$ cat src/hw/rtl/dlf_pkg.sv
`timescale 1ns / 1ps
`default_nettype none
package dlf_pkg;

  localparam int MAX_NAME_BYTES  = 16;
  localparam int LINE_COUNT_BITS = 16;

  localparam int WIN_DEPTH  = MAX_NAME_BYTES + 1;
  localparam int WIN_IDX_W  = $clog2(WIN_DEPTH);
  localparam int LEN_W      = 5;
  localparam int NAME_W     = 128;
  localparam int NAME_IDX_W = 4;
  localparam int LINE_OUT_W = 16;
  localparam int CFG_IDX_W  = 2;
  localparam int CFG_DATA_W = 64;

  localparam logic [CFG_IDX_W-1:0] REG_NAME_LOW  = 2'd0;
  localparam logic [CFG_IDX_W-1:0] REG_NAME_HIGH = 2'd1;
  localparam logic [CFG_IDX_W-1:0] REG_NAME_LEN  = 2'd2;

  localparam logic [1:0] KIND_NONE     = 2'd0;
  localparam logic [1:0] KIND_DECL     = 2'd1;
  localparam logic [1:0] KIND_FALLBACK = 2'd2;

  localparam logic [7:0] CH_NUL   = 8'h00;
  localparam logic [7:0] CH_LF    = 8'h0a;
  localparam logic [7:0] CH_CR    = 8'h0d;
  localparam logic [7:0] CH_SPACE = 8'h20;
  localparam logic [7:0] CH_LPAR  = 8'h28;
  localparam logic [7:0] CH_SEMI  = 8'h3b;
  localparam logic [7:0] CH_LT    = 8'h3c;

  typedef struct packed {
    logic shift;
    logic clr;
  } win_ctl_t;

  typedef struct packed {
    logic match;
    logic space_at_len;
  } win_stat_t;

endpackage
`default_nettype wire

$ cat src/hw/rtl/dlf_byte_if.sv
`timescale 1ns / 1ps
`default_nettype none
interface dlf_byte_if;
  logic       valid;
  logic       ready;
  logic [7:0] text_byte;

  modport source (output valid, output text_byte, input ready);
  modport sink (input valid, input text_byte, output ready);
endinterface
`default_nettype wire

$ cat src/hw/rtl/dlf_result_if.sv
`timescale 1ns / 1ps
`default_nettype none
interface dlf_result_if;
  logic                                valid;
  logic                                ready;
  logic [dlf_pkg::LINE_OUT_W-1:0]      line_number;
  logic [1:0]                          line_kind;
  logic                                count_overflow;

  modport source (output valid, output line_number, output line_kind,
                  output count_overflow, input ready);
  modport sink (input valid, input line_number, input line_kind,
                input count_overflow, output ready);
endinterface
`default_nettype wire

$ cat src/hw/rtl/dlf_cfg_if.sv
`timescale 1ns / 1ps
`default_nettype none
interface dlf_cfg_if;
  logic                              valid;
  logic                              ready;
  logic [dlf_pkg::CFG_IDX_W-1:0]     index;
  logic [dlf_pkg::CFG_DATA_W-1:0]    data;

  modport source (output valid, output index, output data, input ready);
  modport sink (input valid, input index, input data, output ready);
endinterface
`default_nettype wire

$ cat src/hw/rtl/dlf_cell.sv
`timescale 1ns / 1ps
`default_nettype none
module dlf_cell (
  input  wire logic              clk,
  input  wire logic              rst_n,
  input  wire dlf_pkg::win_ctl_t ctl,
  input  wire logic [7:0]        byte_in,
  input  wire logic              active,
  input  wire logic [7:0]        expected,
  output logic [7:0]             byte_out,
  output logic                   hit,
  output logic                   spc
);

  logic [7:0] byte_r;
  logic [7:0] byte_nxt;

  always_comb begin
    byte_nxt = byte_r;
    if (ctl.clr) begin
      byte_nxt = 8'h00;
    end else if (ctl.shift) begin
      byte_nxt = byte_in;
    end
  end

  always_ff @(posedge clk) begin
    if (!rst_n) begin
      byte_r <= 8'h00;
    end else begin
      byte_r <= byte_nxt;
    end
  end

  // compare on the byte this cell holds after the shift
  assign hit      = !active || (byte_in == expected);
  assign spc      = (byte_in == dlf_pkg::CH_SPACE);
  assign byte_out = byte_r;

endmodule
`default_nettype wire

$ cat src/hw/rtl/dlf_window.sv
`timescale 1ns / 1ps
`default_nettype none
module dlf_window (
  input  wire logic                          clk,
  input  wire logic                          rst_n,
  input  wire dlf_pkg::win_ctl_t             ctl,
  input  wire logic [7:0]                    din,
  input  wire logic [dlf_pkg::NAME_W-1:0]    name,
  input  wire logic [dlf_pkg::LEN_W-1:0]     len_eff,
  output dlf_pkg::win_stat_t                 stat
);

  logic [7:0]                    taps   [dlf_pkg::WIN_DEPTH];
  logic [dlf_pkg::WIN_DEPTH-1:0] hits;
  logic [dlf_pkg::WIN_DEPTH-1:0] spcs;

  for (genvar k = 0; k < dlf_pkg::WIN_DEPTH; k++) begin : g_cell
    logic [7:0]                    cell_in;
    logic [dlf_pkg::LEN_W-1:0]     pos;
    logic [dlf_pkg::NAME_IDX_W-1:0] idx;
    logic                          act;
    logic [7:0]                    exp_byte;

    if (k == 0) begin : g_head
      assign cell_in = din;
    end else begin : g_link
      assign cell_in = taps[k-1];
    end

    // cell k holds name byte len-1-k when the name ends at the newest byte
    assign pos      = len_eff - dlf_pkg::LEN_W'(k) - dlf_pkg::LEN_W'(1);
    assign idx      = pos[dlf_pkg::NAME_IDX_W-1:0];
    assign act      = (dlf_pkg::LEN_W'(k) < len_eff);
    assign exp_byte = name[{idx, 3'b000} +: 8];

    dlf_cell u_cell (
      .clk      (clk),
      .rst_n    (rst_n),
      .ctl      (ctl),
      .byte_in  (cell_in),
      .active   (act),
      .expected (exp_byte),
      .byte_out (taps[k]),
      .hit      (hits[k]),
      .spc      (spcs[k])
    );
  end

  assign stat.match        = &hits;
  assign stat.space_at_len = spcs[len_eff[dlf_pkg::WIN_IDX_W-1:0]];

endmodule
`default_nettype wire

$ cat src/hw/rtl/declaration_line_finder_unit.sv
`timescale 1ns / 1ps
`default_nettype none
// a result is registered: it is on out_chan in the cycle after the line or text end request
// one byte per cycle unless a result waits; the compare in the window cells is combinational
// a waiting result holds off in_chan until out_chan takes it; the next byte enters that cycle
// reset: synchronous, active low; clears the window, counters, flags and name registers
// no clearing pass; in_chan is ready in the first cycle after reset
module declaration_line_finder_unit (
  input  wire logic clk,
  input  wire logic rst_n,
  dlf_byte_if.sink     in_chan,
  dlf_result_if.source out_chan,
  dlf_cfg_if.sink      cfg_chan
);

  localparam int LCB = dlf_pkg::LINE_COUNT_BITS;

  logic [63:0]                name_lo_r;
  logic [63:0]                name_hi_r;
  logic [dlf_pkg::LEN_W-1:0]  name_len_r;
  logic [dlf_pkg::LEN_W-1:0]  len_eff;

  logic [LCB-1:0]             line_cnt_r, line_cnt_nxt;
  logic [4:0]                 bil_r, bil_nxt;
  logic                       first_hit_r, first_hit_nxt;
  logic                       awaiting_r, awaiting_nxt;
  logic                       hit_q_r, hit_q_nxt;
  logic                       fol_semi_r, fol_semi_nxt;
  logic [7:0]                 tail_r, tail_nxt;
  logic [LCB-1:0]             fb_line_r, fb_line_nxt;
  logic                       done_r, done_nxt;
  logic                       ovf_r, ovf_nxt;

  logic                       out_valid_r;
  logic [LCB-1:0]             res_line_r, res_line_nxt;
  logic [1:0]                 res_kind_r, res_kind_nxt;
  logic                       res_ovf_r;
  logic                       emit;

  logic                       acc;
  logic [7:0]                 b;
  dlf_pkg::win_ctl_t          wctl;
  dlf_pkg::win_stat_t         wstat;
  logic [LCB+15:0]            line_wide;

  assign len_eff = (name_len_r > dlf_pkg::LEN_W'(dlf_pkg::MAX_NAME_BYTES)) ?
                   dlf_pkg::LEN_W'(dlf_pkg::MAX_NAME_BYTES) : name_len_r;

  assign in_chan.ready  = !out_valid_r || out_chan.ready;
  assign cfg_chan.ready = 1'b1;
  assign acc            = in_chan.valid && in_chan.ready;
  assign b              = in_chan.text_byte;

  dlf_window u_window (
    .clk     (clk),
    .rst_n   (rst_n),
    .ctl     (wctl),
    .din     (b),
    .name    ({name_hi_r, name_lo_r}),
    .len_eff (len_eff),
    .stat    (wstat)
  );

  always_comb begin
    logic is_end;
    logic hq;
    logic fs;
    logic clr_text;
    logic clr_line;

    is_end        = (b == dlf_pkg::CH_LF) || (b == dlf_pkg::CH_NUL);
    hq            = hit_q_r;
    fs            = fol_semi_r;
    clr_text      = 1'b0;
    clr_line      = 1'b0;
    emit          = 1'b0;
    res_line_nxt  = line_cnt_r;
    res_kind_nxt  = dlf_pkg::KIND_NONE;
    wctl.shift    = 1'b0;
    wctl.clr      = 1'b0;

    line_cnt_nxt  = line_cnt_r;
    bil_nxt       = bil_r;
    first_hit_nxt = first_hit_r;
    awaiting_nxt  = awaiting_r;
    hit_q_nxt     = hit_q_r;
    fol_semi_nxt  = fol_semi_r;
    tail_nxt      = tail_r;
    fb_line_nxt   = fb_line_r;
    done_nxt      = done_r;
    ovf_nxt       = ovf_r;

    if (acc) begin
      if (done_r) begin
        // early report made: skip the rest of the text
        clr_text = (b == dlf_pkg::CH_NUL);
      end else begin
        if (awaiting_r) begin
          awaiting_nxt = 1'b0;
          if ((b == dlf_pkg::CH_LPAR) || (b == dlf_pkg::CH_SPACE) ||
              (b == dlf_pkg::CH_LT) || (b == dlf_pkg::CH_SEMI)) begin
            hq = 1'b1;
            fs = (b == dlf_pkg::CH_SEMI);
          end
        end
        hit_q_nxt    = hq;
        fol_semi_nxt = fs;
        if (is_end) begin
          if ((len_eff != '0) && hq && ((tail_r != dlf_pkg::CH_SEMI) || fs)) begin
            emit         = 1'b1;
            res_line_nxt = line_cnt_r;
            res_kind_nxt = dlf_pkg::KIND_DECL;
            if (b == dlf_pkg::CH_NUL) begin
              clr_text = 1'b1;
            end else begin
              done_nxt = 1'b1;
            end
          end else begin
            if ((len_eff != '0) && hq && (fb_line_r == '0)) begin
              fb_line_nxt = line_cnt_r;
            end
            if (b == dlf_pkg::CH_NUL) begin
              emit = 1'b1;
              if ((len_eff != '0) && (fb_line_nxt != '0)) begin
                res_line_nxt = fb_line_nxt;
                res_kind_nxt = dlf_pkg::KIND_FALLBACK;
              end else begin
                res_line_nxt = '0;
                res_kind_nxt = dlf_pkg::KIND_NONE;
              end
              clr_text = 1'b1;
            end else begin
              if (&line_cnt_r) begin
                ovf_nxt = 1'b1;
              end else begin
                line_cnt_nxt = line_cnt_r + LCB'(1);
              end
              clr_line = 1'b1;
            end
          end
        end else begin
          wctl.shift = 1'b1;
          if (bil_r != 5'd31) begin
            bil_nxt = bil_r + 5'd1;
          end
          if ((b != dlf_pkg::CH_SPACE) && (b != dlf_pkg::CH_CR)) begin
            tail_nxt = b;
          end
          if ((len_eff != '0) && !first_hit_r && (bil_nxt >= len_eff) && wstat.match) begin
            first_hit_nxt = 1'b1;
            if ((bil_nxt > len_eff) && wstat.space_at_len) begin
              awaiting_nxt = 1'b1;
            end
          end
        end
      end
    end

    if (clr_line || clr_text) begin
      bil_nxt       = '0;
      first_hit_nxt = 1'b0;
      awaiting_nxt  = 1'b0;
      hit_q_nxt     = 1'b0;
      fol_semi_nxt  = 1'b0;
      tail_nxt      = '0;
    end
    if (clr_text) begin
      wctl.clr     = 1'b1;
      wctl.shift   = 1'b0;
      line_cnt_nxt = LCB'(1);
      fb_line_nxt  = '0;
      done_nxt     = 1'b0;
      ovf_nxt      = 1'b0;
    end
  end

  always_ff @(posedge clk) begin
    if (!rst_n) begin
      name_lo_r   <= '0;
      name_hi_r   <= '0;
      name_len_r  <= '0;
      line_cnt_r  <= LCB'(1);
      bil_r       <= '0;
      first_hit_r <= 1'b0;
      awaiting_r  <= 1'b0;
      hit_q_r     <= 1'b0;
      fol_semi_r  <= 1'b0;
      tail_r      <= '0;
      fb_line_r   <= '0;
      done_r      <= 1'b0;
      ovf_r       <= 1'b0;
      out_valid_r <= 1'b0;
    end else begin
      if (cfg_chan.valid && cfg_chan.ready) begin
        case (cfg_chan.index)
          dlf_pkg::REG_NAME_LOW:  name_lo_r  <= cfg_chan.data;
          dlf_pkg::REG_NAME_HIGH: name_hi_r  <= cfg_chan.data;
          dlf_pkg::REG_NAME_LEN:  name_len_r <= cfg_chan.data[dlf_pkg::LEN_W-1:0];
          default: ;
        endcase
      end
      line_cnt_r  <= line_cnt_nxt;
      bil_r       <= bil_nxt;
      first_hit_r <= first_hit_nxt;
      awaiting_r  <= awaiting_nxt;
      hit_q_r     <= hit_q_nxt;
      fol_semi_r  <= fol_semi_nxt;
      tail_r      <= tail_nxt;
      fb_line_r   <= fb_line_nxt;
      done_r      <= done_nxt;
      ovf_r       <= ovf_nxt;
      if (emit) begin
        out_valid_r <= 1'b1;
      end else if (out_chan.ready) begin
        out_valid_r <= 1'b0;
      end
    end
  end

  // result payload, loaded with each request that produces a result
  always_ff @(posedge clk) begin
    if (emit) begin
      res_line_r <= res_line_nxt;
      res_kind_r <= res_kind_nxt;
      res_ovf_r  <= ovf_r;
    end
  end

  assign line_wide               = {16'h0000, res_line_r};
  assign out_chan.valid          = out_valid_r;
  assign out_chan.line_number    = line_wide[dlf_pkg::LINE_OUT_W-1:0];
  assign out_chan.line_kind      = res_kind_r;
  assign out_chan.count_overflow = res_ovf_r;

`ifndef SYNTHESIS
  a_none_is_zero: assert property (@(posedge clk) disable iff (!rst_n)
    out_valid_r && (res_kind_r == dlf_pkg::KIND_NONE) |-> (res_line_r == '0))
    else $error("none result with nonzero line");
  a_found_nonzero: assert property (@(posedge clk) disable iff (!rst_n)
    out_valid_r && (res_kind_r != dlf_pkg::KIND_NONE) |-> (res_line_r != '0))
    else $error("found result with line zero");
  a_await_after_hit: assert property (@(posedge clk) disable iff (!rst_n)
    (awaiting_r || hit_q_r) |-> first_hit_r)
    else $error("follower state without a name hit");
  a_skip_silent: assert property (@(posedge clk) disable iff (!rst_n)
    acc && done_r && !out_valid_r |=> !out_valid_r)
    else $error("result produced while skipping after early report");
`endif

endmodule
`default_nettype wire

$ cat src/flat_wrapper.sv
// flat-port wrapper written by rule: the top's interface ports become plain ports
module declaration_line_finder_unit_flat 
  (clk, rst_n, in_chan_valid, in_chan_text_byte, in_chan_ready, out_chan_valid, out_chan_line_number, out_chan_line_kind, out_chan_count_overflow, out_chan_ready, cfg_chan_valid, cfg_chan_index, cfg_chan_data, cfg_chan_ready);
  dlf_byte_if in_chan_i ();
  dlf_result_if out_chan_i ();
  dlf_cfg_if cfg_chan_i ();
  input  wire logic clk;
  input  wire logic rst_n;
  input wire logic [$bits(in_chan_i.valid)-1:0] in_chan_valid;
  input wire logic [$bits(in_chan_i.text_byte)-1:0] in_chan_text_byte;
  output wire logic [$bits(in_chan_i.ready)-1:0] in_chan_ready;
  output wire logic [$bits(out_chan_i.valid)-1:0] out_chan_valid;
  output wire logic [$bits(out_chan_i.line_number)-1:0] out_chan_line_number;
  output wire logic [$bits(out_chan_i.line_kind)-1:0] out_chan_line_kind;
  output wire logic [$bits(out_chan_i.count_overflow)-1:0] out_chan_count_overflow;
  input wire logic [$bits(out_chan_i.ready)-1:0] out_chan_ready;
  input wire logic [$bits(cfg_chan_i.valid)-1:0] cfg_chan_valid;
  input wire logic [$bits(cfg_chan_i.index)-1:0] cfg_chan_index;
  input wire logic [$bits(cfg_chan_i.data)-1:0] cfg_chan_data;
  output wire logic [$bits(cfg_chan_i.ready)-1:0] cfg_chan_ready;
  assign in_chan_i.valid = in_chan_valid;
  assign in_chan_i.text_byte = in_chan_text_byte;
  assign in_chan_ready = in_chan_i.ready;
  assign out_chan_valid = out_chan_i.valid;
  assign out_chan_line_number = out_chan_i.line_number;
  assign out_chan_line_kind = out_chan_i.line_kind;
  assign out_chan_count_overflow = out_chan_i.count_overflow;
  assign out_chan_i.ready = out_chan_ready;
  assign cfg_chan_i.valid = cfg_chan_valid;
  assign cfg_chan_i.index = cfg_chan_index;
  assign cfg_chan_i.data = cfg_chan_data;
  assign cfg_chan_ready = cfg_chan_i.ready;
  declaration_line_finder_unit u_core (.clk(clk), .rst_n(rst_n), .in_chan(in_chan_i), .out_chan(out_chan_i), .cfg_chan(cfg_chan_i));
endmodule
$ cat config.mk
export PLATFORM = sky130hd
export DESIGN_NAME = declaration_line_finder_unit_flat
export DESIGN_NICKNAME = d
export VERILOG_FILES = /design/src/hw/rtl/dlf_pkg.sv /design/src/hw/rtl/dlf_byte_if.sv /design/src/hw/rtl/dlf_result_if.sv /design/src/hw/rtl/dlf_cfg_if.sv /design/src/hw/rtl/dlf_cell.sv /design/src/hw/rtl/dlf_window.sv /design/src/hw/rtl/declaration_line_finder_unit.sv /design/src/flat_wrapper.sv
export SDC_FILE = /design/constraint.sdc
export NUM_CORES = 1
export LEC_CHECK = 0
export BUFFER_PORTS_ARGS = -buffer_cell sky130_fd_sc_hd__buf_2
export CAP_MARGIN = 10
export CORE_ASPECT_RATIO = 1.2
export CORE_UTILIZATION = 25
export CTS_CLUSTER_SIZE = 16
export DETAILED_ROUTE_END_ITERATION = 16
export HOLD_SLACK_MARGIN = 0.08
export MAX_ROUTING_LAYER = met4
export PLACE_DENSITY = 0.48
export SYNTH_ARGS = -nofsm -noshare
export SYNTH_HDL_FRONTEND = slang
export SYNTH_SLANG_ARGS = --single-unit
$ cat constraint.sdc
create_clock -name clk -period 7.05 [get_ports clk]
set_clock_uncertainty 0.15 [all_clocks]
set_input_delay 1.41 -clock clk [delete_from_list [all_inputs] [get_ports clk]]
set_output_delay 1.41 -clock clk [all_outputs]
set_load 0.1 [all_outputs]
# Yosys cells after proc, flatten, opt, wreduce, memory -nomap -nowiden
# Index checks and enable logic that the tools add are counted.
[totals]
ff_bits = 332
inputBits = 79
out_inout_bits = 22
wordCells = 287
[classes]
add_sub_neg = 34
n_lt_le_gt_ge = 21
eq_ne = 44
shift = 17
muxes = 54
n_bitwise = 7
n_reduce_logical = 76
[ops]
columns = ["operator", "count"]
rows = [
  ["$shiftx A128 B8 Y8", 17],
  ["$mux W16", 11],
  ["$eq A8 B6 Y1 const B", 20],
  ["$eq A8 B8 Y1", 17],
  ["$sub A4 B1 Y4 const B", 18],
  ["$lt A4 B5 Y1 const A", 8],
  ["$mux W1", 35],
  ["$sub A4 B4 Y4 const B", 8],
  ["$mux W5", 5],
  ["$logic_or A1 B1 Y1", 24],
  ["$reduce_and A21 Y1", 1],
  ["$lt A3 B5 Y1 const A", 4],
  ["$logic_not A1 Y1", 19],
  ["$reduce_and A17 Y1", 1],
  ["$add A16 B1 Y16 const B", 1],
  ["$logic_not A16 Y1", 1],
  ["$ne A8 B6 Y1 const B", 2],
  ["$reduce_and A16 Y1", 1],
  ["$reduce_bool A16 Y1", 1],
  ["$sub A4 B3 Y4 const B", 4],
  ["$reduce_and A4 Y1", 3],
  ["$logic_and A1 B1 Y1", 10],
  ["$lt A1 B5 Y1 const A", 2],
  ["$lt A2 B5 Y1 const A", 2],
  ["other kinds (25)", 38],
]

# Depth between registers and ports, before layout
# Gate-level depths: netlist (run 1).
[depth]
ltp_word = 23
mapped_depth = 24
depth_no_buf = 14

# Hierarchy
# From an unflattened synthesis (run 1), not the netlist that was laid out.
[hier_totals]
hier_cells = 2125
area_unflattened_um2 = 22296.4
[modules_own_cells]
columns = ["module", "instances", "cells_per_inst", "area_each_um2", "seq_area_each_um2"]
rows = [
  ["declaration_line_finder_unit", 1, 944, 8328.0, 4274.1],
  ["dlf_window", 1, 484, 7247.0, 0.0],
  ["dlf_cell", 17, 41, 395.4, 160.2],
]

# Least setup slack after synthesis (run 1)
# Ideal clock, no wire load.
[synth_path]
path_type = "register -> register"
start = "register u_core.name_len_r[1] (netlist bit)"
end = "register u_core.awaiting_r"
setup_time_ns = 0.057
arrival_time_ns = 4.883
required_ns = 6.843
path_slack_ns = 1.959
stages_incl_launch_ff = 23
path_buffers = 8
period_less_slack_ns = 5.091
cell_sequence = "dfxtp_1 > nor2b_1 > buf_2 > buf_2 > clkbuf_1 > clkbuf_1 > clkbuf_1 > inv_1 > ha_1 > buf_4 > buf_6 > buf_2 > o21a_1 > a211o_1 > o211ai_1 > o2111ai_1 > xor2_1 > a211oi_1 > nand4_1 > a2111o_1 > a221o_1 > nor4_1 > a21o_1"
[synth_via]
elab_chain_len = 11
elab_cells_between_ends = 140
classes_between = "32 x add/sub; 20 x order compare; 17 x eq/ne; 17 x shift; 10 x mux; 44 x reduce/logical"
[synth_rtl]
columns = ["element", "line_no", "source"]
rows = [
  ["start: declaration", "declaration_line_finder_unit.sv:20", "logic [dlf_pkg::LEN_W-1:0] name_len_r;"],
  ["start signal: assignment", "declaration_line_finder_unit.sv:198", "dlf_pkg::REG_NAME_LEN: name_len_r <= cfg_chan.data[dlf_pkg::LEN_W-1:0];"],
  ["$gt A5 B5 Y1", "declaration_line_finder_unit.sv:46", "assign len_eff = (name_len_r > dlf_pkg::LEN_W'(dlf_pkg::MAX_NAME_BYTES)) ?"],
  ["$mux W5 (*)", "declaration_line_finder_unit.sv:46", ""],
  ["$sub A4 B1 Y4 (tied with other cells)", "dlf_window.sv:31", "assign pos = len_eff - dlf_pkg::LEN_W'(k) - dlf_pkg::LEN_W'(1);"],
  ["$sub A4 B1 Y4 or $logic_and A1 B1 Y1 (tied branches)", "dlf_window.sv:31, declaration_line_finder_unit.sv:109", ""],
  ["$shiftx A128 B8 Y8 or $logic_and A1 B1 Y1 (tied branches)", "dlf_window.sv:34, declaration_line_finder_unit.sv:109", ""],
  ["$eq A8 B8 Y1 or $mux W1 (tied branches)", "dlf_cell.sv:36, declaration_line_finder_unit.sv:109", ""],
  ["$logic_or A1 B1 Y1 or $mux W1 (tied branches)", "dlf_cell.sv:36, declaration_line_finder_unit.sv:108", ""],
  ["$reduce_and A17 Y1 or $mux W1 (tied branches)", "dlf_window.sv:49, declaration_line_finder_unit.sv:94", ""],
  ["$logic_and A1 B1 Y1 or $mux W1 (tied branches)", "declaration_line_finder_unit.sv:149, declaration_line_finder_unit.sv:93", ""],
  ["$mux W1 or $logic_or A1 B1 Y1 (tied branches)", "declaration_line_finder_unit.sv:149, declaration_line_finder_unit.sv:159", ""],
  ["$mux W1 or $reduce_or A2 Y1 (tied branches)", "-", ""],
  ["end signal: assignment", "declaration_line_finder_unit.sv:205", "awaiting_r <= awaiting_nxt;"],
  ["end: declaration", "declaration_line_finder_unit.sv:26", "logic awaiting_r, awaiting_nxt;"],
]
# Every way passes the cells marked *; elsewhere a longest branch is shown, timed or not. The select of a mux whose other input is x is not followed.
# A chain may end at the register's enable or synchronous reset.

# Worst setup path in the final report (run 1)
[layout_path]
start = "register u_core.name_len_r[1] (netlist bit)"
end = "register u_core.first_hit_r"
[layout_via]
elab_chain_len = 11
elab_cells_between_ends = 134
classes_between = "32 x add/sub; 19 x order compare; 17 x eq/ne; 17 x shift; 5 x mux; 44 x reduce/logical"
[layout_rtl]
columns = ["element", "line_no", "source"]
rows = [
  ["$gt A5 B5 Y1", "declaration_line_finder_unit.sv:46", ""],
  ["$mux W5 (*)", "declaration_line_finder_unit.sv:46", ""],
  ["branches (longest 9 deep; another with $sub A4 B1 Y4)", "-", ""],
  ["end signal: assignment", "declaration_line_finder_unit.sv:204", "first_hit_r <= first_hit_nxt;"],
  ["end: declaration", "declaration_line_finder_unit.sv:25", "logic first_hit_r, first_hit_nxt;"],
]
# Every way passes the cells marked *.

==> results of run 1 <==
==> per-stage QoR <==
| stage | worst slack [ns] | instance area, sq um | total power, W | hold slack [ns] | utilization, % |
|---|---|---|---|---|---|
| floorplan | 1.959 | 24940 | 0.002661 | 0.2588 | - |
| global placement | 1.986 | 26450 | 0.003052 | 0.2908 | 26.85 |
| detailed placement | 2.009 | 26450 | 0.003047 | 0.2945 | 26.85 |
| CTS | 2.013 | 27880 | 0.005332 | 0.3020 | 28.29 |
| global route | 1.753 | 27890 | 0.005477 | 0.3238 | 28.31 |
| finish | 1.777 | 27900 | 0.005324 | 0.3026 | 28.31 |
==> where the power goes <==
group | internal (W) | leakage, nW | total, W | switching (W)
sequential | 0.00193 | 2.68 | 0.00203 | 0.0000996
combinational | 0.000356 | 6.67 | 0.00102 | 0.000664
clock | 0.00137 | 0.705 | 0.00228 | 0.000906
==> flip-flops by register name (all words and copies together), names as in the netlist, 2 cells and up <==
register	flops
u_core.bil_r	5
u_core.fb_line_r	16
u_core.line_cnt_r	16
u_core.name_hi_r	64
u_core.name_len_r	5
u_core.name_lo_r	64
u_core.out_chan.line_kind	2
u_core.out_chan.line_number	16
u_core.tail_r	8
u_core.u_window.g_cell.u_cell.byte_out	128
==> tightest hold or removal path, delay by kind of cell (launching register included) <==
family	cells	cell delay [ns]
and+or+nand+nor	1	0.05
AOI/OAI and AO/OA	1	0.05
DFF	1	0.30
==> logic make-up after synthesis <==
group,share of synthesized area (%)
buf+inv,5.253
fa+ha+maj,0.4416
compound gates,18.97
other cells,0.01504
simple gates,19.72
mux,20.51
xor+xnor,7.677
flops,27.42
==> how the worst max path moves through the flow <==
stage | from | end | slack [ns] | depth (start not counted)
final | u_core.name_len_r[1] | u_core.first_hit_r | 1.78 | 13
after global routing | u_core.name_len_r[1] | u_core.first_hit_r | 1.75 | 13
after CTS | u_core.name_len_r[4] | u_core.first_hit_r | 2.01 | 15
after detailed placement | u_core.name_len_r[4] | u_core.first_hit_r | 2.01 | 15
after global placement | u_core.name_len_r[1] | u_core.first_hit_r | 1.99 | 13
after floorplan | u_core.name_len_r[1] | u_core.awaiting_r | 1.96 | 22
==> Yosys cell counts, drive strengths merged, types with 10 or more instances <==
| master | number |
|---|---|
| nand2 | 655 |
| mux2i | 337 |
| dfxtp | 313 |
| a21oi | 236 |
| nor2 | 156 |
| clkbuf | 150 |
| a21boi | 132 |
| xnor2 | 122 |
| buf | 116 |
| xor2 | 94 |
| o21ai | 63 |
| nand3 | 61 |
| mux2 | 57 |
| mux4 | 48 |
| nor3 | 41 |
| nor4 | 41 |
| a211oi | 32 |
| o22ai | 30 |
| a31oi | 24 |
| nand4 | 24 |
| and3 | 22 |
| a22o | 21 |
| edfxtp | 19 |
| inv | 18 |
| nor4b | 18 |
| o221ai | 18 |
| nor2b | 16 |
| a211o | 13 |
| o211ai | 13 |
| o21a | 12 |
| a22oi | 11 |
| or3 | 11 |
| a21o | 10 |
| o2111ai | 10 |
==> area by class of cell <==
class | count | area [sq um] | area share, %
Inverter | 19 | 73.82 | 0.2646
Timing Repair Buffer | 166 | 1039 | 3.723
Clock buffer | 56 | 1194 | 4.279
Tap cell | 1280 | 1602 | 5.741
Multi-Input combinational cell | 2483 | 16890 | 60.56
Clock inverter | 17 | 232.7 | 0.8343
Antenna cell | 7 | 17.52 | 0.06279
Sequential cell | 332 | 6844 | 24.53
==> layer usage <==
metal | vias up | GRT usage, %
li1 | 11013 | -
met1 | 12263 | 31.33
met2 | 1283 | 41.14
met3 | 403 | 4.948
met4 | 0 | 19.29
met5 | - | -
==> summary.txt, run 1 <==
Power
  – VDD IR-drop max: roughly 0.16 mV
  – Cell Pwr Density: between 150 and 200 nW/um^2
  – Leakage: 10.06 nW

Cells and area
  – Commonest non-fill, non-tap cells in the layout: nand2_1 (654), mux2i_1 (331), dfxtp_1 (309), a21oi_1 (234), nor2_1 (155)
  – Commonest non-fill, non-tap cell in the layout: nand2_1
  – Layout cells sized above 1: between 10% and 20%
  – Non-filler instance count after layout: about 4400
  – Area Overhead vs Synth: 11.87%
  – Final Net Count: about 3100
  – Fill cell count: approximately 11000

Critical path
  – Kind of start point of the critical path: flip-flop
  – Reg2Reg Setup Slack: about 1.8 ns
  – Cell chain of the critical path: buf_4, nor2_1, a21oi_2, buf_4, nor2_1, nor3_1, nand2_1, o221ai_1, nand4_1, o41ai_1, o2111a_1, and4_1, a22o_1
  – Critical Path RT: 7.44 ns
  – Crit-path max cell delay: 0.94 ns
  – CP max stage cell: nor3_1
  – FF-to-FF Start: u_core.name_len_r[1]
  – Worst EP arrival: around 5.7 ns
  – CP bufs+invs: 2
  – R2r endpoint: u_core.first_hit_r
  – CP endpoint kind: flip-flop
  – CP Class: flip-flop to flip-flop
  – R2R depth: 13
  – Crit path max fanout: 57
  – CP top delay family: simple AND/OR/NAND/NOR gates

Clock tree
  – Clock-pin slew on the worst setup and hold paths: about 0.070 ns
  – TritonCTS Sinks: around 330
  – PostCTS Resize Cnt: 0
  – Max H-tree Level: 2
  – CTS tree: done
  – Clock buffer count from CTS: a little over 40
  – Hold Buf Count CTS: 0
  – Post-CTS setup buffers: 0
  – Worst-Skew Late Latency: about 0.6 ns
  – Clock Tree Root: clkbuf_16
  – CTS max path bufs: 3

Timing
  – RSZ-0062 raised after global routing: no
  – Worst-margin pin slew: approximately 1.4 ns
  – Rel. slew slack: between 7 and 8%
  – Setup TNS: 0 ns
  – Final Critical Period: 5.273 ns
  – Max-slew violation count: 0
  – Final Cycle Share: between 70% and 80%
  – Max Freq: between 0.15 and 0.2 GHz
  – Endpoints failing hold: 0
  – # setup viols final: 0

Placed design
  – Dpl cells: ~4300
  – Port Buf Inserts: between 90 and 100
  – Dpl hpwl: ~100 mm
  – RePlAce Congestion: roughly 1.1

Routing
  – DR DRC count: 0
  – Routed WL: ~130 mm
  – Initial drt markers: around 2600
  – Wire length on met1: 52.95 mm
  – Met3 wire length: ~10 mm
  – Highest metal used: met4
  – First drt pass iteration count: 5
  – WL met2: between 50 and 60 mm
  – Detail Route Antenna Nets: 0
  – Routed vias/inst: around 5.7
  – Routed wire per std cell: between 30 and 40 microns
  – Via count: 24962

Synth
  – Post-synthesis sequential area ratio: 27.42%
  – Distinct cell type count after synthesis: slightly below 100
  – EDFF count, synth: 19
  – Area leader, netlist: dfxtp_1
  – Post-Syn Instances: just over 3000
  – Top FF cell, synth: dfxtp_1
  – Leading post-synthesis cells by cell area: dfxtp_1 (25%), mux2i_1 (13%), nand2_1 (9.9%)
  – Seq cells post-synth: approximately 330
  – Synth warn: 0
  – Async SR Flop Fraction: 0%
  – Synth top area share: between 20% and 30%
  – Syn Area/Cell: between 8 and 9 sq um
  – Mapped Nets: between 3000 and 4000
  – Cell Area, Synth: ~25000 sq um

GRT
  – First-pass GRT wire length: 187.0 mm
  – Global-route usage over all layers: a little over a quarter
  – Initial antenna violation count: 8
  – Number of global-route vias before repair: 23434
  – Grt total ovfl: 0
  – Largest net degree at the start of global routing: roughly 160

Flow run
  – Max-cap violations: 0

Hold path
  – HP Class: flip-flop to flip-flop
  – Hold Path Origin: u_core.u_window.g_cell[15].u_cell.byte_out[4]
  – Hold path depth: 2
  – Endpoint, Worst Hold: u_core.u_window.g_cell[15].u_cell.byte_out[4]

Floorplan
  – Core Region: 98530 sq um
  – Initial core utilization: between 20% and 30%
  – Die Y: roughly 350 microns
  – # rows: between 100 and 150
  – Chip Width: between 200 and 300 microns
  – DIE AREA: a little over 100000 sq um
  – Ports: 101

Outcome
  – Status: finished, final reports clean
Note: power is estimated with default switching activity, not from simulation.
==> inputs of run 2 (changes only) <==
clock period = 4.89 ns   (was 7.05 ns; I/O delays follow)
==> run 2 against run 1 <==
Core utilization is 0.85 points higher. Largest power group is now registers. Via count is 1.4% higher. Count of clock-buffer cells in the layout is 2 higher.
==> summary.txt, run 2 (synthesized netlist as in run 1, its figures left out) <==
Cells and area
  – Commonest non-fill, non-tap cell in the layout: nand2_1 (unchanged)
  – Area Overhead vs Synth: 15.22% (was 11.87%)
  – Post-route cell area: 28730 sq um (was 27900 sq um)
  – Layout cells sized above 1: 15.34% (was 12.59%)
  – Final Net Count: 3245 (was 3130)
  – Commonest non-fill, non-tap cells in the layout: nand2_1 (654), mux2i_1 (332), dfxtp_1 (309), a21oi_1 (234), buf_4 (165) (was nand2_1 (654), mux2i_1 (331), dfxtp_1 (309), a21oi_1 (234), nor2_1 (155))
  – Number of flip-flops in the largest register: 128 (unchanged)

Critical path
  – Worst EP arrival: 5.02 ns (was 5.67 ns)
  – R2r endpoint: u_core.awaiting_r (was u_core.first_hit_r)
  – Kind of start point of the critical path: flip-flop (unchanged)
  – Reg2Reg Setup Slack: 0.24 ns (was 1.78 ns)
  – R2R depth: 14 (was 13)
  – Crit path max fanout: 78 (was 57)
  – Cell repeated most along the worst path: buf_4
  – Critical Path RT: 5.27 ns (was 7.44 ns)
  – CP endpoint kind: flip-flop (unchanged)
  – CP Class: flip-flop to flip-flop (unchanged)
  – FF-to-FF Start: u_core.name_len_r[0] (was u_core.name_len_r[1])
  – Cell chain of the critical path: buf_12, nor2_1, a21oi_2, buf_4, buf_4, o221ai_1, o22ai_1, xor2_1, nor4_1, buf_4, o21ai_0, a221o_1, nor4_1, a21o_1 (was buf_4, nor2_1, a21oi_2, buf_4, nor2_1, nor3_1, nand2_1, o221ai_1, nand4_1, o41ai_1, o2111a_1, and4_1, a22o_1)
  – Crit-path max cell delay: 0.71 ns (was 0.94 ns)
  – CP max stage cell: o22ai_1 (was nor3_1)

Clock tree
  – Clock-pin slew on the worst setup and hold paths: 0.06 ns (was 0.07 ns)
  – CTS max path bufs: 3 (unchanged)
  – TritonCTS Sinks: 332 (unchanged)
  – Clock buffer count from CTS: 40 (was 41)
  – Post-CTS setup buffers: 0 (unchanged)
  – Worst-Skew Late Latency: 0.59 ns (was 0.60 ns)
  – Hold Buf Count CTS: 0 (unchanged)
  – Clock Tree Root: clkbuf_16 (unchanged)
  – CTS tree: done (unchanged)
  – PostCTS Resize Cnt: 0 (unchanged)
  – Max H-tree Level: 2 (unchanged)

GRT
  – First-pass GRT wire length: 190.6 mm (was 187.0 mm)
  – Number of global-route vias before repair: 23902 (was 23434)
  – Global-route usage over all layers: 27.38% (was 26.75%)
  – Initial antenna violation count: 7 (was 8)
  – Grt total ovfl: 0 (unchanged)
  – Largest net degree at the start of global routing: 164 (unchanged)

Flow run
  – Max-cap violations: 0 (unchanged)

Timing
  – Setup TNS: 0 ns (unchanged)
  – RSZ-0062 raised after global routing: no (unchanged)
  – Final Critical Period: 4.647 ns (was 5.273 ns)
  – Rel. slew slack: 30.45% (was 7.007%)
  – Max-slew violation count: 0 (unchanged)
  – Worst-margin pin slew: 1.035 ns (was 1.356 ns)
  – # setup viols final: 0 (unchanged)
  – Final Cycle Share: 95.04% (was 74.79%)
  – Max Freq: 0.2152 GHz (was 0.1897 GHz)
  – Endpoints failing hold: 0 (unchanged)

Floorplan
  – Ports: 101 (unchanged)
  – Chip Width: 290.3 microns (unchanged)
  – Core Region: 98530 sq um (unchanged)
  – Initial core utilization: 25.31% (unchanged)
  – # rows: 126 (unchanged)
  – DIE AREA: 101000 sq um (unchanged)
  – Die Y: 348.0 microns (unchanged)

Routing
  – Detail Route Antenna Nets: 0 (unchanged)
  – Initial drt markers: 2413 (was 2610)
  – Routed vias/inst: 5.663 (was 5.725)
  – Routed wire per std cell: 30.93 microns (was 30.92 microns)
  – Via count: 25313 (was 24962)
  – First drt pass iteration count: 6 (was 5)
  – Routed WL: 138.3 mm (was 134.8 mm)
  – DR DRC count: 0 (unchanged)

Hold path
  – Hold Path Origin: u_core.u_window.g_cell[15].u_cell.byte_out[3] (was u_core.u_window.g_cell[15].u_cell.byte_out[4])
  – Hold path depth: 2 (unchanged)
  – HP Class: flip-flop to flip-flop (unchanged)
  – Endpoint, Worst Hold: u_core.u_window.g_cell[15].u_cell.byte_out[3] (was u_core.u_window.g_cell[15].u_cell.byte_out[4])

Power
  – Cell Pwr Density: 257.6 nW/um^2 (was 190.9 nW/um^2)
  – Leakage: 10.56 nW (was 10.06 nW)
  – VDD IR-drop max: 0.2384 mV (was 0.1566 mV)

Placed design
  – Placed inst area: 27490 sq um (was 26450 sq um)
  – Port Buf Inserts: 99 (unchanged)
  – RePlAce Congestion: 1.064 (was 1.068)
  – Dpl hpwl: 106.6 mm (was 101.9 mm)

Outcome
  – Status: finished, final reports clean (unchanged)
[run 2: cell types whose count changed in the layout (fill, tap and decap cells not counted), moves of 2 or more]
cell | before | now
buf_12 | 3 | 17
buf_4 | 65 | 165
buf_6 | 0 | 2
bufinv_16 | 5 | 0
clkbuf_1 | 5 | 12
clkbuf_8 | 9 | 5
clkinv_1 | 1 | 5
diode_2 | 7 | 3
inv_6 | 4 | 1
[run 2: routing by layer]
layer  share of wire, %  track usage [%]  up-vias
li1                   -                -    11239
met1                 39            31.77    12407
met2                 45            42.77     1239
met3                6.4            4.107      428
met4                9.1            20.79        0
met5                  0                -        -
[run 2: layout make-up]
cell class	instances	area [sq um]
fill	10671	69800
inverter	19	73.82
clock inverter	13	85.08
multi-input combinational	2483	16890
antenna	3	7.507
tap	1280	1602
sequential	332	6844
clock buffer	58	1140
timing repair buffer	282	2092
[run 2: where the power goes]
part / internal (W) / switching, W / leakage [nW]
registers: 0.00278 / 0.000143 / 2.68
clock network: 0.00162 / 0.00127 / 0.603
logic: 0.000590 / 0.00100 / 7.28
total: 0.00499 / 0.00241 / 10.6
[run 2: per-stage QoR]
stage	setup WS (ns)	utilization [%]	total power, W	hold slack, ns	cells
floorplan	0.07765	-	0.003837	0.2588	3100
global placement	0.1134	27.89	0.004520	0.2907	4396
detailed placement	0.3229	27.89	0.004514	0.2945	4396
CTS	0.2710	29.14	0.007416	0.3036	4467
global route	0.07078	29.16	0.007630	0.3312	4469
finish	0.2427	29.16	0.007402	0.3026	4470
[run 2: critical path, delay by kind of cell (launching register included)]
kind / cells / cell delay, ns
compound gates: 6 / 1.82
buf+inv: 4 / 1.19
simple gates: 3 / 0.86
flops: 1 / 0.35
xor+xnor: 1 / 0.15
[run 2: worst max-delay path by stage]
stage | end | slack [ns] | start | cells past startpoint
floorplan | u_core.awaiting_r | 0.08 | u_core.name_len_r[4] | 24
global placement | u_core.awaiting_r | 0.11 | u_core.name_len_r[4] | 13
detailed placement | u_core.awaiting_r | 0.32 | u_core.name_len_r[4] | 13
CTS | u_core.awaiting_r | 0.27 | u_core.name_len_r[4] | 13
global route | u_core.awaiting_r | 0.07 | u_core.name_len_r[0] | 14
finish | u_core.awaiting_r | 0.24 | u_core.name_len_r[0] | 14
==> inputs of run 3 (changes only) <==
ABC_CLOCK_PERIOD_IN_PS = 4890   (was unset)
CAP_MARGIN = 20   (was 10)
CORE_ASPECT_RATIO = unset   (was 1.2)
==> run 3 against run 2 <==
Cell count shrank 0.34%. First-iteration DRC count grew 32%. Fmax shrank 0.62%. Setup slack lost 0.029 ns. Largest power group is now the clock network. Highest routed layer unchanged.
==> summary.txt, run 3 (synthesized netlist as in run 1, its figures left out) <==
Hold path
  – HP Class: flip-flop to flip-flop (unchanged)
  – Hold path depth: 2 (unchanged)
  – Hold Path Origin: u_core.u_window.g_cell[15].u_cell.byte_out[1] (was u_core.u_window.g_cell[15].u_cell.byte_out[3])
  – Endpoint, Worst Hold: u_core.u_window.g_cell[15].u_cell.byte_out[1] (was u_core.u_window.g_cell[15].u_cell.byte_out[3])

GRT
  – Grt total ovfl: 0 (unchanged)
  – First-pass GRT wire length: 177.1 mm (was 190.6 mm)
  – Global-route usage over all layers: 24.82% (was 27.38%)
  – Number of global-route vias before repair: 23519 (was 23902)
  – Initial antenna violation count: 4 (was 7)
  – Largest net degree at the start of global routing: 164 (unchanged)

Cells and area
  – Non-filler instance count after layout: 4455 (was 4470)
  – Register area: 6844 sq um (unchanged)
  – Area Overhead vs Synth: 14.91% (was 15.22%)
  – Commonest non-fill, non-tap cell in the layout: nand2_1 (unchanged)
  – Area of the multi-input gates: 16890 sq um (about the same)
  – Commonest non-fill, non-tap cells in the layout: nand2_1 (654), mux2i_1 (332), dfxtp_1 (309), a21oi_1 (234), nor2_1 (155) (was nand2_1 (654), mux2i_1 (332), dfxtp_1 (309), a21oi_1 (234), buf_4 (165))
  – Layout cells sized above 1: 14.83% (was 15.34%)
  – Number of flip-flops in the largest register: 128 (unchanged)
  – Fill cell count: 10636 (was 10671)
  – Final Net Count: 3220 (was 3245)
  – Layout Utilization: 29.07% (was 29.16%)

Critical path
  – CP Class: flip-flop to flip-flop (unchanged)
  – CP max stage cell: mux2i_1 (was o22ai_1)
  – Reg2Reg Setup Slack: 0.21 ns (was 0.24 ns)
  – Cell chain of the critical path: buf_12, nor2b_1, buf_4, inv_1, mux2_2, mux2i_1, mux2i_1, mux2i_1, xor2_1, nor4_1, a31o_2, o2111a_1, and4_1, a22o_1 (was buf_12, nor2_1, a21oi_2, buf_4, buf_4, o221ai_1, o22ai_1, xor2_1, nor4_1, buf_4, o21ai_0, a221o_1, nor4_1, a21o_1)
  – R2R depth: 14 (unchanged)
  – Cell repeated most along the worst path: mux2i_1 (was buf_4)
  – Crit path max fanout: 39 (was 78)
  – Crit-path max cell delay: 0.66 ns (was 0.71 ns)
  – Kind of start point of the critical path: flip-flop (unchanged)
  – Crit path from: u_core.name_len_r[4] (was u_core.name_len_r[0])
  – R2r endpoint: u_core.first_hit_r (was u_core.awaiting_r)
  – Worst EP arrival: 5.08 ns (was 5.02 ns)
  – FF-to-FF Start: u_core.name_len_r[4] (was u_core.name_len_r[0])
  – Critical Path RT: 5.29 ns (was 5.27 ns)
  – CP endpoint kind: flip-flop (unchanged)

Routing
  – First drt pass iteration count: 6 (unchanged)
  – Detail Route Antenna Nets: 0 (unchanged)
  – Routed wire per std cell: 28.08 microns (was 30.93 microns)
  – Routed WL: 125.1 mm (was 138.3 mm)
  – DR DRC count: 0 (unchanged)
  – Routed vias/inst: 5.623 (was 5.663)
  – Via count: 25049 (was 25313)
  – Initial drt markers: 3181 (was 2413)

Floorplan
  – Die Y: 317.8 microns (was 348.0 microns)
  – DIE AREA: 101000 sq um (about the same)
  – Initial core utilization: 25.30% (was 25.31%)
  – Ports: 101 (unchanged)
  – Chip Width: 317.8 microns (was 290.3 microns)
  – Core Region: 98560 sq um (was 98530 sq um)
  – # rows: 115 (was 126)

Placed design
  – Port Buf Inserts: 99 (unchanged)
  – Dpl hpwl: 95.25 mm (was 106.6 mm)
  – RePlAce Congestion: 1.078 (was 1.064)
  – Dpl cells: 4376 (was 4396)

Power
  – Cell Pwr Density: 266.2 nW/um^2 (was 257.6 nW/um^2)
  – VDD IR-drop max: 0.2489 mV (was 0.2384 mV)
  – Leakage: 10.50 nW (was 10.56 nW)

Timing
  – Worst-margin pin slew: 0.8582 ns (was 1.035 ns)
  – Final Cycle Share: 95.63% (was 95.04%)
  – Max-slew violation count: 0 (unchanged)
  – Rel. slew slack: 41.15% (was 30.45%)
  – Endpoints failing hold: 0 (unchanged)
  – Max Freq: 0.2138 GHz (was 0.2152 GHz)
  – # setup viols final: 0 (unchanged)
  – Setup TNS: 0 ns (unchanged)
  – Final Critical Period: 4.676 ns (was 4.647 ns)
  – RSZ-0062 raised after global routing: no (unchanged)

Clock tree
  – TritonCTS Sinks: 332 (unchanged)
  – Post-CTS setup buffers: 0 (unchanged)
  – Hold Buf Count CTS: 0 (unchanged)
  – CTS max path bufs: 3 (unchanged)
  – Max H-tree Level: 2 (unchanged)
  – Clock buffer count from CTS: 42 (was 40)
  – Clock-pin slew on the worst setup and hold paths: 0.06 ns (about the same)
  – Clock Tree Root: clkbuf_16 (unchanged)
  – CTS tree: done (unchanged)
  – Worst-Skew Late Latency: 0.62 ns (was 0.59 ns)
  – PostCTS Resize Cnt: 0 (unchanged)

Flow run
  – Max-cap violations: 0 (unchanged)

Outcome
  – Status: finished, final reports clean (unchanged)
[run 3: cell types whose count changed in the layout (fill, tap and decap cells not counted), sizes merged]
cell | previous run | this run
buf | 282 | 255
bufinv | 0 | 5
clkbuf | 58 | 54
clkinvlp | 0 | 2
diode | 3 | 5
clkinv | 12 | 13
inv | 20 | 19
[run 3: power breakdown]
part	switching, W	leakage, nW	internal (W)
Sequential	0.000126	2.68	0.00278
Combinational	0.000974	7.14	0.000578
Clock	0.00128	0.677	0.00189
[run 3: how the worst max path moves through the flow]
| stage | to | slack (ns) | cells after the start |
|---|---|---|---|
| floorplan | u_core.awaiting_r | 0.08 | 24 |
| global placement | u_core.awaiting_r | 0.45 | 14 |
| detailed placement | u_core.first_hit_r | 0.46 | 14 |
| CTS | u_core.first_hit_r | 0.44 | 14 |
| global route | u_core.awaiting_r | 0.17 | 16 |
| finish | u_core.first_hit_r | 0.21 | 14 |
[run 3: routing by layer]
metal	wire length [microns]	global-route usage, %	up-vias
met5	0	-	-
met1	52730	32.24	12158
met2	50130	33.92	1345
met3	13150	6.598	349
li1	-	-	11197
met4	9060	15.15	0
[run 3: cell type report]
class	count	area share, %
Sequential cell	332	23.88
Timing Repair Buffer	255	6.392
Tap cell	1287	5.620
Antenna cell	5	0.04366
Inverter	19	0.2576
Clock buffer	54	3.895
Clock inverter	20	0.9781
Multi-Input combinational cell	2483	58.93
[run 3: stage by stage]
stage / total power, W / hold slack (ns) / cell area [sq um] / worst slack, ns
global route: 0.007904 / 0.3196 / 28650 / 0.1742
finish: 0.007629 / 0.2984 / 28660 / 0.2137
floorplan: 0.003837 / 0.2588 / 24940 / 0.07765
CTS: 0.007672 / 0.3030 / 28640 / 0.4380
global placement: 0.004468 / 0.2899 / 27250 / 0.4493
detailed placement: 0.004464 / 0.2932 / 27250 / 0.4645
[run 3: worst max-delay path, delay by kind of cell, from the launching register on]
family | cells | cell delay [ns]
xor gates and xnor gates | 1 | 0.23
buffers and inverters | 3 | 0.68
and+or+nand+nor | 3 | 0.56
muxes | 4 | 1.85
AOI/OAI and AO/OA | 3 | 0.67
DFF | 1 | 0.43
